### src/sv/wmm_pkg.sv
package wmm_pkg;

	// Input command codes
	localparam logic [1:0] CMD_CLEAR  = 2'd0;
	localparam logic [1:0] CMD_APPEND = 2'd1;
	localparam logic [1:0] CMD_NAME   = 2'd2;
	localparam logic [1:0] CMD_END    = 2'd3;

	// Characters with a meaning of their own in a mask
	localparam logic [7:0] CH_STAR   = 8'h2A;
	localparam logic [7:0] CH_QUEST  = 8'h3F;
	localparam logic [7:0] CH_BAR    = 8'h7C;
	localparam logic [7:0] CASE_MASK = 8'hDF;
	localparam logic [7:0] CH_NUL    = 8'h00;

	// Queue between front and back
	localparam int QUEUE_DEPTH = 4;
	localparam int QPTR_W      = 2;
	localparam int QCNT_W      = 3;

	typedef enum logic [1:0] {
		OP_CLEAR,
		OP_APPEND,
		OP_NAME,
		OP_END
	} op_t;

	typedef struct packed {
		logic [1:0] cmd;
		logic [7:0] ch;
	} in_item_t;

	typedef struct packed {
		logic matched;
		logic mask_truncated;
	} out_item_t;

	typedef struct packed {
		op_t        op;
		logic [7:0] ch;
	} q_item_t;

endpackage

### src/sv/wildcard_mask_match_top.sv
// Wildcard mask matcher. Load a mask one character at a time (cmd 1), stream
// a name one character per transfer (cmd 2) and close it with cmd 3, which
// returns one result: matched, and mask_truncated if mask characters beyond
// MASK_LEN were dropped since the last clear (cmd 0). '*' matches any run,
// '?' one character, other characters compare with bit 5 ignored; a mask
// that opens with '|' is a list of submasks. All mask positions step in
// parallel on a name character and runs of '*' close through a single
// carry chain, so the matcher accepts one item per cycle unless an end of
// name finds the last result still held. An item passes an input register
// and a four-entry queue before the matcher, and the result of an end of
// name appears in the output register the cycle after the matcher takes it.
// The queue lets the input keep streaming while a result waits to be taken.
module wildcard_mask_match_top #(
	parameter int MASK_LEN = 32
) (
	input  logic               clk,
	input  logic               arst_n,
	input  logic               item_valid,
	output logic               item_stall,
	input  wmm_pkg::in_item_t  item,
	output logic               result_valid,
	input  logic               result_stall,
	output wmm_pkg::out_item_t result
);

	logic             push;
	wmm_pkg::q_item_t push_data;
	logic             q_full;
	logic             pop;
	logic             q_valid;
	wmm_pkg::q_item_t q_data;

	wmm_front u_front (
		.clk        (clk),
		.arst_n     (arst_n),
		.item_valid (item_valid),
		.item_stall (item_stall),
		.item       (item),
		.push       (push),
		.push_data  (push_data),
		.q_full     (q_full)
	);

	wmm_queue u_queue (
		.clk       (clk),
		.arst_n    (arst_n),
		.push      (push),
		.push_data (push_data),
		.full      (q_full),
		.pop       (pop),
		.q_valid   (q_valid),
		.q_data    (q_data)
	);

	wmm_back #(
		.MASK_LEN (MASK_LEN)
	) u_back (
		.clk          (clk),
		.arst_n       (arst_n),
		.q_valid      (q_valid),
		.q_data       (q_data),
		.pop          (pop),
		.result_valid (result_valid),
		.result_stall (result_stall),
		.result       (result)
	);

endmodule

### src/sv/wmm_front.sv
module wmm_front (
	input  logic              clk,
	input  logic              arst_n,
	input  logic              item_valid,
	output logic              item_stall,
	input  wmm_pkg::in_item_t item,
	output logic              push,
	output wmm_pkg::q_item_t  push_data,
	input  logic              q_full
);

	logic             vld_s1;
	wmm_pkg::q_item_t item_s1;
	logic             accept;
	logic             keep;
	wmm_pkg::op_t     op;

	assign item_stall = vld_s1 && q_full;
	assign accept     = item_valid && !item_stall;
	assign push       = vld_s1 && !q_full;
	assign push_data  = item_s1;

	// Classify the command; drop characters that are zero bytes
	always_comb begin
		unique case (item.cmd)
			wmm_pkg::CMD_CLEAR:  op = wmm_pkg::OP_CLEAR;
			wmm_pkg::CMD_APPEND: op = wmm_pkg::OP_APPEND;
			wmm_pkg::CMD_NAME:   op = wmm_pkg::OP_NAME;
			default:             op = wmm_pkg::OP_END;
		endcase
		keep = (op == wmm_pkg::OP_CLEAR) || (op == wmm_pkg::OP_END) ||
			(item.ch != wmm_pkg::CH_NUL);
	end

	// Hold the classified item until the queue takes it
	always_ff @(posedge clk or negedge arst_n) begin
		if (!arst_n) begin
			vld_s1 <= 1'b0;
		end else if (accept) begin
			vld_s1 <= keep;
		end else if (push) begin
			vld_s1 <= 1'b0;
		end
	end

	always_ff @(posedge clk) begin
		if (accept) begin
			item_s1.op <= op;
			item_s1.ch <= item.ch;
		end
	end

endmodule

### src/sv/wmm_queue.sv
module wmm_queue (
	input  logic             clk,
	input  logic             arst_n,
	input  logic             push,
	input  wmm_pkg::q_item_t push_data,
	output logic             full,
	input  logic             pop,
	output logic             q_valid,
	output wmm_pkg::q_item_t q_data
);

	wmm_pkg::q_item_t              entries_q [wmm_pkg::QUEUE_DEPTH];
	logic [wmm_pkg::QPTR_W-1:0]    wr_q;
	logic [wmm_pkg::QPTR_W-1:0]    rd_q;
	logic [wmm_pkg::QCNT_W-1:0]    cnt_q;

	assign full    = (cnt_q == wmm_pkg::QCNT_W'(wmm_pkg::QUEUE_DEPTH));
	assign q_valid = (cnt_q != '0);
	assign q_data  = entries_q[rd_q];

	// Advance pointers and count on each transfer
	always_ff @(posedge clk or negedge arst_n) begin
		if (!arst_n) begin
			wr_q  <= '0;
			rd_q  <= '0;
			cnt_q <= '0;
		end else begin
			if (push) begin
				wr_q <= wr_q + 1'b1;
			end
			if (pop) begin
				rd_q <= rd_q + 1'b1;
			end
			if (push && !pop) begin
				cnt_q <= cnt_q + 1'b1;
			end else if (pop && !push) begin
				cnt_q <= cnt_q - 1'b1;
			end
		end
	end

	always_ff @(posedge clk) begin
		if (push) begin
			entries_q[wr_q] <= push_data;
		end
	end

`ifndef NO_ASSERTIONS
	a_no_pop_empty: assert property (@(posedge clk) disable iff (!arst_n)
		pop |-> (cnt_q != '0))
		else $error("queue popped while empty");
`endif

endmodule

### src/sv/wmm_back.sv
module wmm_back #(
	parameter int MASK_LEN = 32
) (
	input  logic               clk,
	input  logic               arst_n,
	input  logic               q_valid,
	input  wmm_pkg::q_item_t   q_data,
	output logic               pop,
	output logic               result_valid,
	input  logic               result_stall,
	output wmm_pkg::out_item_t result
);

	logic [7:0]          chars_q [MASK_LEN];
	logic [MASK_LEN-1:0] vld_q;
	logic                ovf_q;
	logic [MASK_LEN:0]   act_q;
	logic                res_vld_q;
	wmm_pkg::out_item_t  res_q;

	logic                do_clear;
	logic                do_append;
	logic                do_end;
	logic [MASK_LEN:0]   vld_ext;
	logic [MASK_LEN-1:0] we;
	logic [MASK_LEN-1:0] vld_n;
	logic [MASK_LEN-1:0] star_n;
	logic [MASK_LEN-1:0] bar_n;
	logic [MASK_LEN:0]   bar_prev_n;
	logic                list_n;
	logic [MASK_LEN:0]   seeds_list;
	logic [MASK_LEN:0]   seeds_plain;
	logic [MASK_LEN:0]   prop;
	logic                list_c;
	logic [MASK_LEN:0]   end_c;
	logic [MASK_LEN:0]   stay;
	logic [MASK_LEN-1:0] adv;
	logic [MASK_LEN:0]   nxt;
	logic [MASK_LEN:0]   seed;
	logic [MASK_LEN:0]   closure;
	logic                accepting;
	logic [7:0]          ch_n;

	// Take the next queued item unless an end of name finds the result held
	assign pop       = q_valid && ((q_data.op != wmm_pkg::OP_END) || !res_vld_q ||
		!result_stall);
	assign do_clear  = pop && (q_data.op == wmm_pkg::OP_CLEAR);
	assign do_append = pop && (q_data.op == wmm_pkg::OP_APPEND);
	assign do_end    = pop && (q_data.op == wmm_pkg::OP_END);

	assign result_valid = res_vld_q;
	assign result       = res_q;

	// Mask as it stands after this item
	assign vld_ext = {vld_q, 1'b1};
	always_comb begin
		for (int p = 0; p < MASK_LEN; p++) begin
			we[p]     = do_append && !vld_q[p] && vld_ext[p];
			ch_n      = we[p] ? q_data.ch : chars_q[p];
			star_n[p] = (ch_n == wmm_pkg::CH_STAR);
			bar_n[p]  = (ch_n == wmm_pkg::CH_BAR);
		end
		vld_n = do_clear ? '0 : (vld_q | we);
	end

	// Start positions of the new mask and star propagation
	assign list_n      = vld_n[0] && bar_n[0];
	assign bar_prev_n  = {bar_n, 1'b0};
	assign seeds_list  = {1'b0, vld_n & bar_prev_n[MASK_LEN-1:0]};
	assign seeds_plain = {{MASK_LEN{1'b0}}, 1'b1};
	assign prop        = {1'b0, vld_n & star_n};

	// Submask ends of the current mask
	assign list_c = vld_q[0] && (chars_q[0] == wmm_pkg::CH_BAR);
	always_comb begin
		end_c[MASK_LEN] = 1'b1;
		for (int p = 0; p < MASK_LEN; p++) begin
			end_c[p] = !vld_q[p] ||
				(list_c && (p > 0) && (chars_q[p] == wmm_pkg::CH_BAR));
		end
	end

	// Step every active position on one name character
	always_comb begin
		stay[MASK_LEN] = 1'b0;
		for (int p = 0; p < MASK_LEN; p++) begin
			stay[p] = 1'b0;
			adv[p]  = 1'b0;
			if (act_q[p] && !end_c[p]) begin
				if (chars_q[p] == wmm_pkg::CH_STAR) begin
					stay[p] = 1'b1;
				end else if ((chars_q[p] == wmm_pkg::CH_QUEST) ||
					(((chars_q[p] ^ q_data.ch) & wmm_pkg::CASE_MASK) == 8'h00)) begin
					adv[p] = 1'b1;
				end
			end
		end
		nxt = stay | {adv, 1'b0};
	end

	// Close over runs of stars with one carry chain
	always_comb begin
		if (q_data.op == wmm_pkg::OP_NAME) begin
			seed = nxt;
		end else if (list_n) begin
			seed = seeds_list;
		end else begin
			seed = seeds_plain;
		end
		closure = seed | (((seed & prop) + prop) ^ prop);
	end

	assign accepting = |(act_q & end_c);

	// Update mask state, active set and result register
	always_ff @(posedge clk or negedge arst_n) begin
		if (!arst_n) begin
			vld_q     <= '0;
			ovf_q     <= 1'b0;
			act_q     <= {{MASK_LEN{1'b0}}, 1'b1};
			res_vld_q <= 1'b0;
		end else begin
			if (pop) begin
				vld_q <= vld_n;
				act_q <= closure;
			end
			if (do_clear) begin
				ovf_q <= 1'b0;
			end else if (do_append && vld_q[MASK_LEN-1]) begin
				ovf_q <= 1'b1;
			end
			if (do_end) begin
				res_vld_q <= 1'b1;
			end else if (!result_stall) begin
				res_vld_q <= 1'b0;
			end
		end
	end

	always_ff @(posedge clk) begin
		for (int p = 0; p < MASK_LEN; p++) begin
			if (we[p]) begin
				chars_q[p] <= q_data.ch;
			end
		end
		if (do_end) begin
			res_q.matched        <= accepting;
			res_q.mask_truncated <= ovf_q;
		end
	end

`ifndef NO_ASSERTIONS
	a_ovf_cause: assert property (@(posedge clk) disable iff (!arst_n)
		$rose(ovf_q) |-> $past(do_append && vld_q[MASK_LEN-1]))
		else $error("overflow set without an append to a full mask");

	a_result_cause: assert property (@(posedge clk) disable iff (!arst_n)
		$rose(res_vld_q) |-> $past(do_end))
		else $error("result raised without an end of name");

	a_active_in_mask: assert property (@(posedge clk) disable iff (!arst_n)
		(act_q[MASK_LEN:1] & ~vld_q) == '0)
		else $error("active position beyond the stored mask");
`endif

endmodule
### config.mk
export PLATFORM = sky130hd
export DESIGN_NAME = wildcard_mask_match_top
export DESIGN_NICKNAME = d
export VERILOG_FILES = /design/src/sv/wmm_pkg.sv /design/src/sv/wildcard_mask_match_top.sv /design/src/sv/wmm_front.sv /design/src/sv/wmm_queue.sv /design/src/sv/wmm_back.sv
export SDC_FILE = /design/constraint.sdc
export NUM_CORES = 1
export LEC_CHECK = 0
export BUFFER_PORTS_ARGS = -buffer_cell sky130_fd_sc_hd__buf_2
export CAP_MARGIN = 15
export CORE_MARGIN = 2
export CORE_UTILIZATION = 40
export CTS_CLUSTER_SIZE = 24
export DETAILED_ROUTE_END_ITERATION = 7
export PLACE_DENSITY = 0.55
export SLEW_MARGIN = 15
export SYNTH_ARGS = -nofsm -noshare
export SYNTH_HDL_FRONTEND = slang
export SYNTH_SLANG_ARGS = --single-unit
### constraint.sdc
create_clock -name clk -period 4.5 [get_ports clk]
set_input_delay 0.45 -clock clk [delete_from_list [all_inputs] [get_ports clk]]
set_output_delay 0.45 -clock clk [all_outputs]
set_load 0.05 [all_outputs]
== Word level (Yosys, flattened, before mapping) ==
Memory sizes are Yosys's and may differ from the RTL's.
Cells that the tools add are included.

* Bits in registers: 87
* Bits in writable memories: 296
* Output and inout bits: 4
* Word-level logic and storage cells: 876
* Memories kept: 2

{| class="wikitable"
|+ Memories
! memory !! depth !! width !! rd ports !! clocked after Yosys merged registers in !! write ports !! RTL line !! text
|-
| u_back.chars_q || 32 || 8 || 32 || 0 || 16 || wmm_back.sv:14 || <nowiki>logic [7:0] chars_q [MASK_LEN];</nowiki>
|-
| u_queue.entries_q || 4 || 10 || 1 || 0 || 1 || wmm_queue.sv:12 || <nowiki>wmm_pkg::q_item_t entries_q [wmm_pkg::QUEUE_DEPTH];</nowiki>
|}

* $add $sub $neg: 5
* Eq/ne operators: 168
* Muxes and demuxes: 318
* Bitwise logic cells: 40
* Reduce and logical (&&, ||, !) cells: 331

{| class="wikitable"
|+ Operators with widths
! kind !! number
|-
| == test 8 x 6 -> 1 bit (second input constant) || 96
|-
| == test 8 x 7 -> 1 bit (second input constant) || 63
|-
| 2-to-1 mux 8 bit || 48
|-
| zero test 8 bit || 32
|-
| bitwise XOR 8 bit || 32
|-
| 2-to-1 mux 1 bit || 248
|-
| logical AND 1 bit || 138
|-
| OR reduction 8 bit || 16
|-
| 2-to-1 mux 5 bit || 16
|-
| zero test 1 bit || 69
|-
| logical OR 1 bit || 67
|-
| bitwise AND 32 bit || 2
|-
| 2-to-1 mux 32 bit || 2
|-
| adder 33 x 32 -> 33 bit || 1
|-
| bitwise AND 33 x 32 -> 33 bit || 1
|-
| bitwise AND 33 bit || 1
|-
| 2-to-1 mux 33 bit || 1
|-
| OR 32 x 33 -> 33 bit || 1
|-
| OR 33 bit || 1
|-
| OR reduction 33 bit || 1
|-
| bitwise XOR 33 x 32 -> 33 bit || 1
|-
| OR 32 bit || 1
|-
| == test 2 bit (second input constant) || 4
|-
| nonzero test 8 bit || 1
|-
| other kinds (12) || 19
|}

== Logic depth before layout (Yosys ltp) ==
An unclocked memory read counts as a cell.

* Depth after elaboration: 17
* Mapped depth: 19

== Hierarchy ==
A second synthesis with hierarchy kept.

* Cell total of the unflattened synthesis: 2324
* Area, all modules: 22439.0 um^2

{| class="wikitable"
|+ By module, submodules not included
! module !! instances !! cells an instance !! area each (um^2) !! sequential area each (um^2)
|-
| wmm_back || 1 || 2212 || 20155.6 || 6862.8
|-
| wmm_queue || 1 || 86 || 1841.8 || 1376.3
|-
| wmm_front || 1 || 26 || 441.7 || 325.3
|}

== Worst setup path after synthesis ==
No wires, ideal clock.

* Path kind: register -> register
* Start point: reg u_queue.rd_q[1] (netlist name)
* End point: reg u_back.act_q[28]
* Setup time: 0.082 ns
* Arrival time: 3.754 ns
* Path slack: 0.664 ns
* Stages on the path, launching flop included: 16
* Period minus slack after synthesis: 3.836 ns
* Cell sequence: dfrtp_1 -> buf_4 -> buf_6 -> mux2i_4 -> nand4_4 -> buf_4 -> buf_6 -> a21oi_2 -> mux2_2 -> nor4_1 -> o21ai_0 -> nor4_1 -> a21boi_0 -> o21a_1 -> a41oi_2 -> a31oi_1

* Longest elaborated chain between the ends: 17
* Elaborated cells between the ends (all ways): 333
* Classes of those cells: add/sub (1); eq/ne (60); mux (116); bitwise (35); reduce/logical (120); memory (1)

{| class="wikitable"
|+ RTL lines
! item !! RTL line !! text
|-
| from (decl) || wmm_queue.sv:14 || <nowiki>logic [wmm_pkg::QPTR_W-1:0] rd_q;</nowiki>
|-
| from (signal assigned) || wmm_queue.sv:32 || <nowiki>rd_q <= rd_q + 1'b1;</nowiki>
|-
| memory read (4 x 10 bit) * || n/a ||
|-
| != test 2 bit || wmm_back.sv:45 || <nowiki>assign pop = q_valid && ((q_data.op != wmm_pkg::OP_END) || !res_vld_q ||</nowiki>
|-
| logical OR 1 bit (2 in series) || wmm_back.sv:45 ||
|-
| logical AND 1 bit || wmm_back.sv:45 ||
|-
| logical AND 1 bit || wmm_back.sv:48 || <nowiki>assign do_append = pop && (q_data.op == wmm_pkg::OP_APPEND);</nowiki>
|-
| logical AND 1 bit (2 in series) || wmm_back.sv:58 || <nowiki>we[p] = do_append && !vld_q[p] && vld_ext[p];</nowiki>
|-
| 2-to-1 mux 8 bit / OR 32 bit (equally long branches) || wmm_back.sv:59, wmm_back.sv:63 ||
|-
| == test 8 x 7 -> 1 bit / 2-to-1 mux 32 bit (equally long branches) || wmm_back.sv:61, wmm_back.sv:63 ||
|-
| bitwise AND 32 bit || wmm_back.sv:69 || <nowiki>assign seeds_list = {1'b0, vld_n & bar_prev_n[MASK_LEN-1:0]};</nowiki>
|-
| 2-to-1 mux 32 bit || wmm_back.sv:105 || <nowiki>end else if (list_n) begin</nowiki>
|-
| 2-to-1 mux 33 bit || wmm_back.sv:103 || <nowiki>if (q_data.op == wmm_pkg::OP_NAME) begin</nowiki>
|-
| bitwise AND 33 x 32 -> 33 bit || wmm_back.sv:110 || <nowiki>closure = seed | (((seed & prop) + prop) ^ prop);</nowiki>
|-
| adder 33 x 32 -> 33 bit || wmm_back.sv:110 ||
|-
| bitwise XOR 33 x 32 -> 33 bit || wmm_back.sv:110 ||
|-
| OR 33 bit || wmm_back.sv:110 ||
|-
| to (signal assigned) || wmm_back.sv:120 || <nowiki>act_q <= {{MASK_LEN{1'b0}}, 1'b1};</nowiki>
|-
| to (signal assigned) || wmm_back.sv:125 || <nowiki>act_q <= closure;</nowiki>
|-
| to (decl) || wmm_back.sv:17 || <nowiki>logic [MASK_LEN:0] act_q;</nowiki>
|}

Every way passes the cells marked *; elsewhere a longest branch is shown, timed or not.
A chain may end at the register's enable or synchronous reset.

== Worst setup path in the final report ==
* Start point: reg u_queue.rd_q[0] (netlist name)
* End point: reg u_back.act_q[28]

Same word-level chain as after synthesis.

==> implementation parameters <==
Parameter                              Value

Status
  Outcome ... complete, no violations

Power and ir drop
  IR drop worst, VDD ... roughly 580 uV
  Power per cell area ... 702 mW/mm2
  Static leakage ... a little under 0.01 uW

Logic synthesis
  Commonest register cell after synthesis ... sky130_fd_sc_hd__dfxtp_1
  Xor and xnor fraction of the mapped netlist area ... 0.0904
  Avg Inst Size Synth ... a little under 10 um2
  Combinational family with the most area after synthesis ... simple AND/OR/NAND/NOR gates
  Top cells by area, synth ... sky130_fd_sc_hd__dfxtp_1 (23%), sky130_fd_sc_hd__mux2_2 (12%), sky130_fd_sc_hd__dfrtp_1 (8.2%)
  Area of the mapped netlist ... ~0.023 mm2
  Mux share of post-synthesis cell area ... 0.158
  FFs w/ async S/R, synth ... 0.196
  Largest area contributor in the netlist ... sky130_fd_sc_hd__dfxtp_1
  Post-synthesis sequential element count ... 383
  Post-synthesis adder-cell area fraction ... 0.00588
  Sequential area share after synthesis ... 0.379
  Fraction of the mapped netlist area in compound gates ... 0.125
  Net count after synthesis ... between 2000 and 2500
  Synthesized netlist cell count ... between 2000 and 2500
  Synthesized-area fraction occupied by and/or/nand/nor cells ... 0.203
  Yosys Warn Count ... 0
  Number of synthesized flops with an enable pin ... 52
  Share of Yosys cell area claimed by the top area cell type ... 0.227
  Number of distinct library cells after synthesis ... 110

STA
  Post-layout min period ... between 4 and 5 ns
  Slew @ Worst Pin ... 0.989 ns
  Slew Limit Fails ... 0
  Peak clock frequency supported by timing ... about 230 MHz
  Slew margin rel. ... 0.335
  Final total negative setup slack ... 0 ns
  Total setup violations reported at the end of the flow ... 0
  Worst hold margin ... 0.0559 ns
  Endpoints failing hold ... 0
  Portion of the clock cycle consumed by the worst path in the final layout ... 0.956
  Final worst clock skew ... 0.0202 ns

Clock tree
  Count of H-tree levels built during CTS ... 2
  Clock buffer count from CTS ... 46
  Number of sinks on the clock net ... 383
  Insertion delay of the later-clocked pin in the worst-skew pair ... around 0.6 ns
  CTS tree ... done
  Clock tree root driver cell ... sky130_fd_sc_hd__clkbuf_16
  Clock transition at path regs ... 0.06 ns
  Clock Tree Buf Depth ... 3

Die
  CORE AREA ... between 0.05 and 0.06 mm2
  Num ports ... 18
  Area of the die ... ~0.058 mm2
  Floorplan die width ... 242 um
  Starting Density ... 0.403
  Cell row count ... 87
  Die Ht ... between 200 and 250 um

Setup path
  Type of the setup path with the least slack ... register to register
  Setup crit start kind ... register
  Cell with the most instances on the worst path ... sky130_fd_sc_hd__a2111oi_4
  Data required time at the worst endpoint ... ~5.0 ns
  Critical path data arrival time ... around 4.8 ns
  Critical Path End Type ... register
  Sequence of cells on the critical path ... buf_4 > mux4_4 > nor4b_4 > nand2_4 > a2111oi_4 > nand3_2 > or4_4 > a2111oi_4 > a221oi_4 > o221ai_4 > a41oi_2 > a31oi_1
  Kind of cell adding the most delay to the critical path ... compound AO/OA/AOI/OAI gates
  Highest fanout seen on the critical path ... 7
  Number of buffers and inverters on the critical path ... 1
  Critical-path cell with the highest stage delay ... sky130_fd_sc_hd__mux4_4
  Crit path largest cell delay ... 0.76 ns

Drt
  Post-DR wirelength/cell ... 22.2 um
  Post-detailed-route count of antenna-violating nets ... 0
  DR vias ... 18951
  DRC violations left ... 0
  DRC violation total after the first TritonRoute iteration ... approximately 1400
  Initial DRT Pass Iterations ... 6
  Total Wirelength ... between 70000 and 80000 um
  Via density ... 5.85

Placed design
  HPWL after detailed placement ... 51600 um
  Number of port buffers ... 17
  Final estimated routing congestion in global placement ... approximately 0.96

Layout
  Area Growth Syn to Fin ... 15.2%
  Most frequent cells in the layout ... sky130_fd_sc_hd__dfxtp_1 (256), sky130_fd_sc_hd__mux2_2 (249), sky130_fd_sc_hd__xnor2_1 (175), sky130_fd_sc_hd__nand2_1 (158), sky130_fd_sc_hd__buf_4 (148)
  Leading cell type in the layout, fill and taps excluded ... sky130_fd_sc_hd__dfxtp_1
  Layout cell share with drive strength beyond 1 ... 0.238
  Antenna diode count ... 0
  Net count, final ... approximately 2500

Global routing
  Number of antenna violations at the first check in global routing ... 0
  Wire length of the first global-routing pass ... approximately 110000 um
  Number of global-route vias before repair ... 19025
  Remaining Overflow, GRT ... 0
  Pin count of the biggest net entering global routing ... 52
  Total global-route track usage ... 0.241

Min path
  Worst min-delay path category ... input port to register

Run
  Number of max-cap violations ... 0
power by group:
group / total [uW] / internal, uW / leakage [uW] / switching, uW
clock network: 3700 / 2150 / 0.000720 / 1550
logic: 8500 / 3720 / 0.00531 / 4780
registers: 6040 / 4730 / 0.00357 / 1320
total: 18200 / 10600 / 0.00960 / 7650
flip-flops by register name, indices dropped and copies added, names as in the netlist:
register / cells
u_back.result: 2
u_queue.wr_q: 2
u_queue.entries_q: 40
u_front.push_data: 10
u_back.vld_q: 32
u_back.chars_q: 256
u_back.ovf_q: 1
u_back.act_q: 33
u_queue.cnt_q: 3
u_back.result_valid: 1
u_queue.rd_q: 2
u_front.vld_s1: 1
path summary, 6_finish.rpt:
kind,slack (ns),cells past startpoint,endpoint,start
min in group asynchronous,0.51,2,u_back.vld_q[28],arst_n
setup reg to reg,0.20,12,u_back.act_q[28],u_queue.rd_q[0]
hold reg to reg,0.46,0,u_back.result[0],u_back.ovf_q
hold / removal,0.06,1,u_front.push_data[5],item[5]
max in group asynchronous,3.01,3,u_back.vld_q[18],arst_n
setup / recovery,0.20,12,u_back.act_q[28],u_queue.rd_q[0]
cell families after synthesis:
kind of cell | Yosys count
adder cells (fa/ha/maj) | 10
buffers and inverters | 186
AO/OA/AOI/OAI | 407
XOR/XNOR | 233
flip-flops | 383
AND/OR/NAND/NOR | 805
multiplexers | 311
cell type report:
class | instances | area [um2]
clock buffer | 61 | 1260
clock inverter | 23 | 209
fill | 5263 | 30100
inverter | 68 | 255
multi-input combinational | 1766 | 13300
sequential | 383 | 8570
tap | 756 | 946
timing repair buffer | 181 | 1460
through the flow:
step | area, um2 | util | std cells | power [uW] | setup WS, ns
2_1_floorplan | 22600 | - | 2335 | 11800 | 0.665
3_3_place_gp | 24300 | 0.434 | 3146 | 14300 | -0.422
3_5_place_dp | 24300 | 0.434 | 3146 | 14400 | -0.435
4_1_cts | 25800 | 0.461 | 3231 | 18200 | 0.0307
5_1_grt | 26000 | 0.464 | 3238 | 19300 | -0.00903
6_report | 26000 | 0.464 | 3238 | 18200 | 0.200
cell usage after synthesis, types with 52 or more instances:
cell type,count
sky130_fd_sc_hd__nand4_1,65
sky130_fd_sc_hd__xor2_1,58
sky130_fd_sc_hd__inv_1,68
sky130_fd_sc_hd__a21oi_1,89
sky130_fd_sc_hd__xnor2_1,175
sky130_fd_sc_hd__edfxtp_1,52
sky130_fd_sc_hd__o21ai_0,94
sky130_fd_sc_hd__nor3_1,55
sky130_fd_sc_hd__nand3_1,67
sky130_fd_sc_hd__dfxtp_1,256
sky130_fd_sc_hd__nor2_1,134
sky130_fd_sc_hd__nand2_1,159
sky130_fd_sc_hd__mux2_2,249
sky130_fd_sc_hd__dfrtp_1,74
sky130_fd_sc_hd__clkbuf_1,54
layer usage:
metal | track usage | wire length (um) | vias to the layer above
li1 | - | - | 8862
met1 | 0.308 | 31200 | 9378
met2 | 0.407 | 34000 | 562
met3 | 0.0372 | 4180 | 149
met4 | 0.0968 | 2640 | 0
met5 | 0 | 0 | -
repair_timing:
action,in CTS,in global routing
cloned,0,0
setup buffers,0,7
gates resized for setup,11,29
hold buffers,1,0
pin swaps,0,7
endpoints found under the setup margin,16,19
endpoints found under the hold margin,49,0
Power figures use the tool's default switching activity.
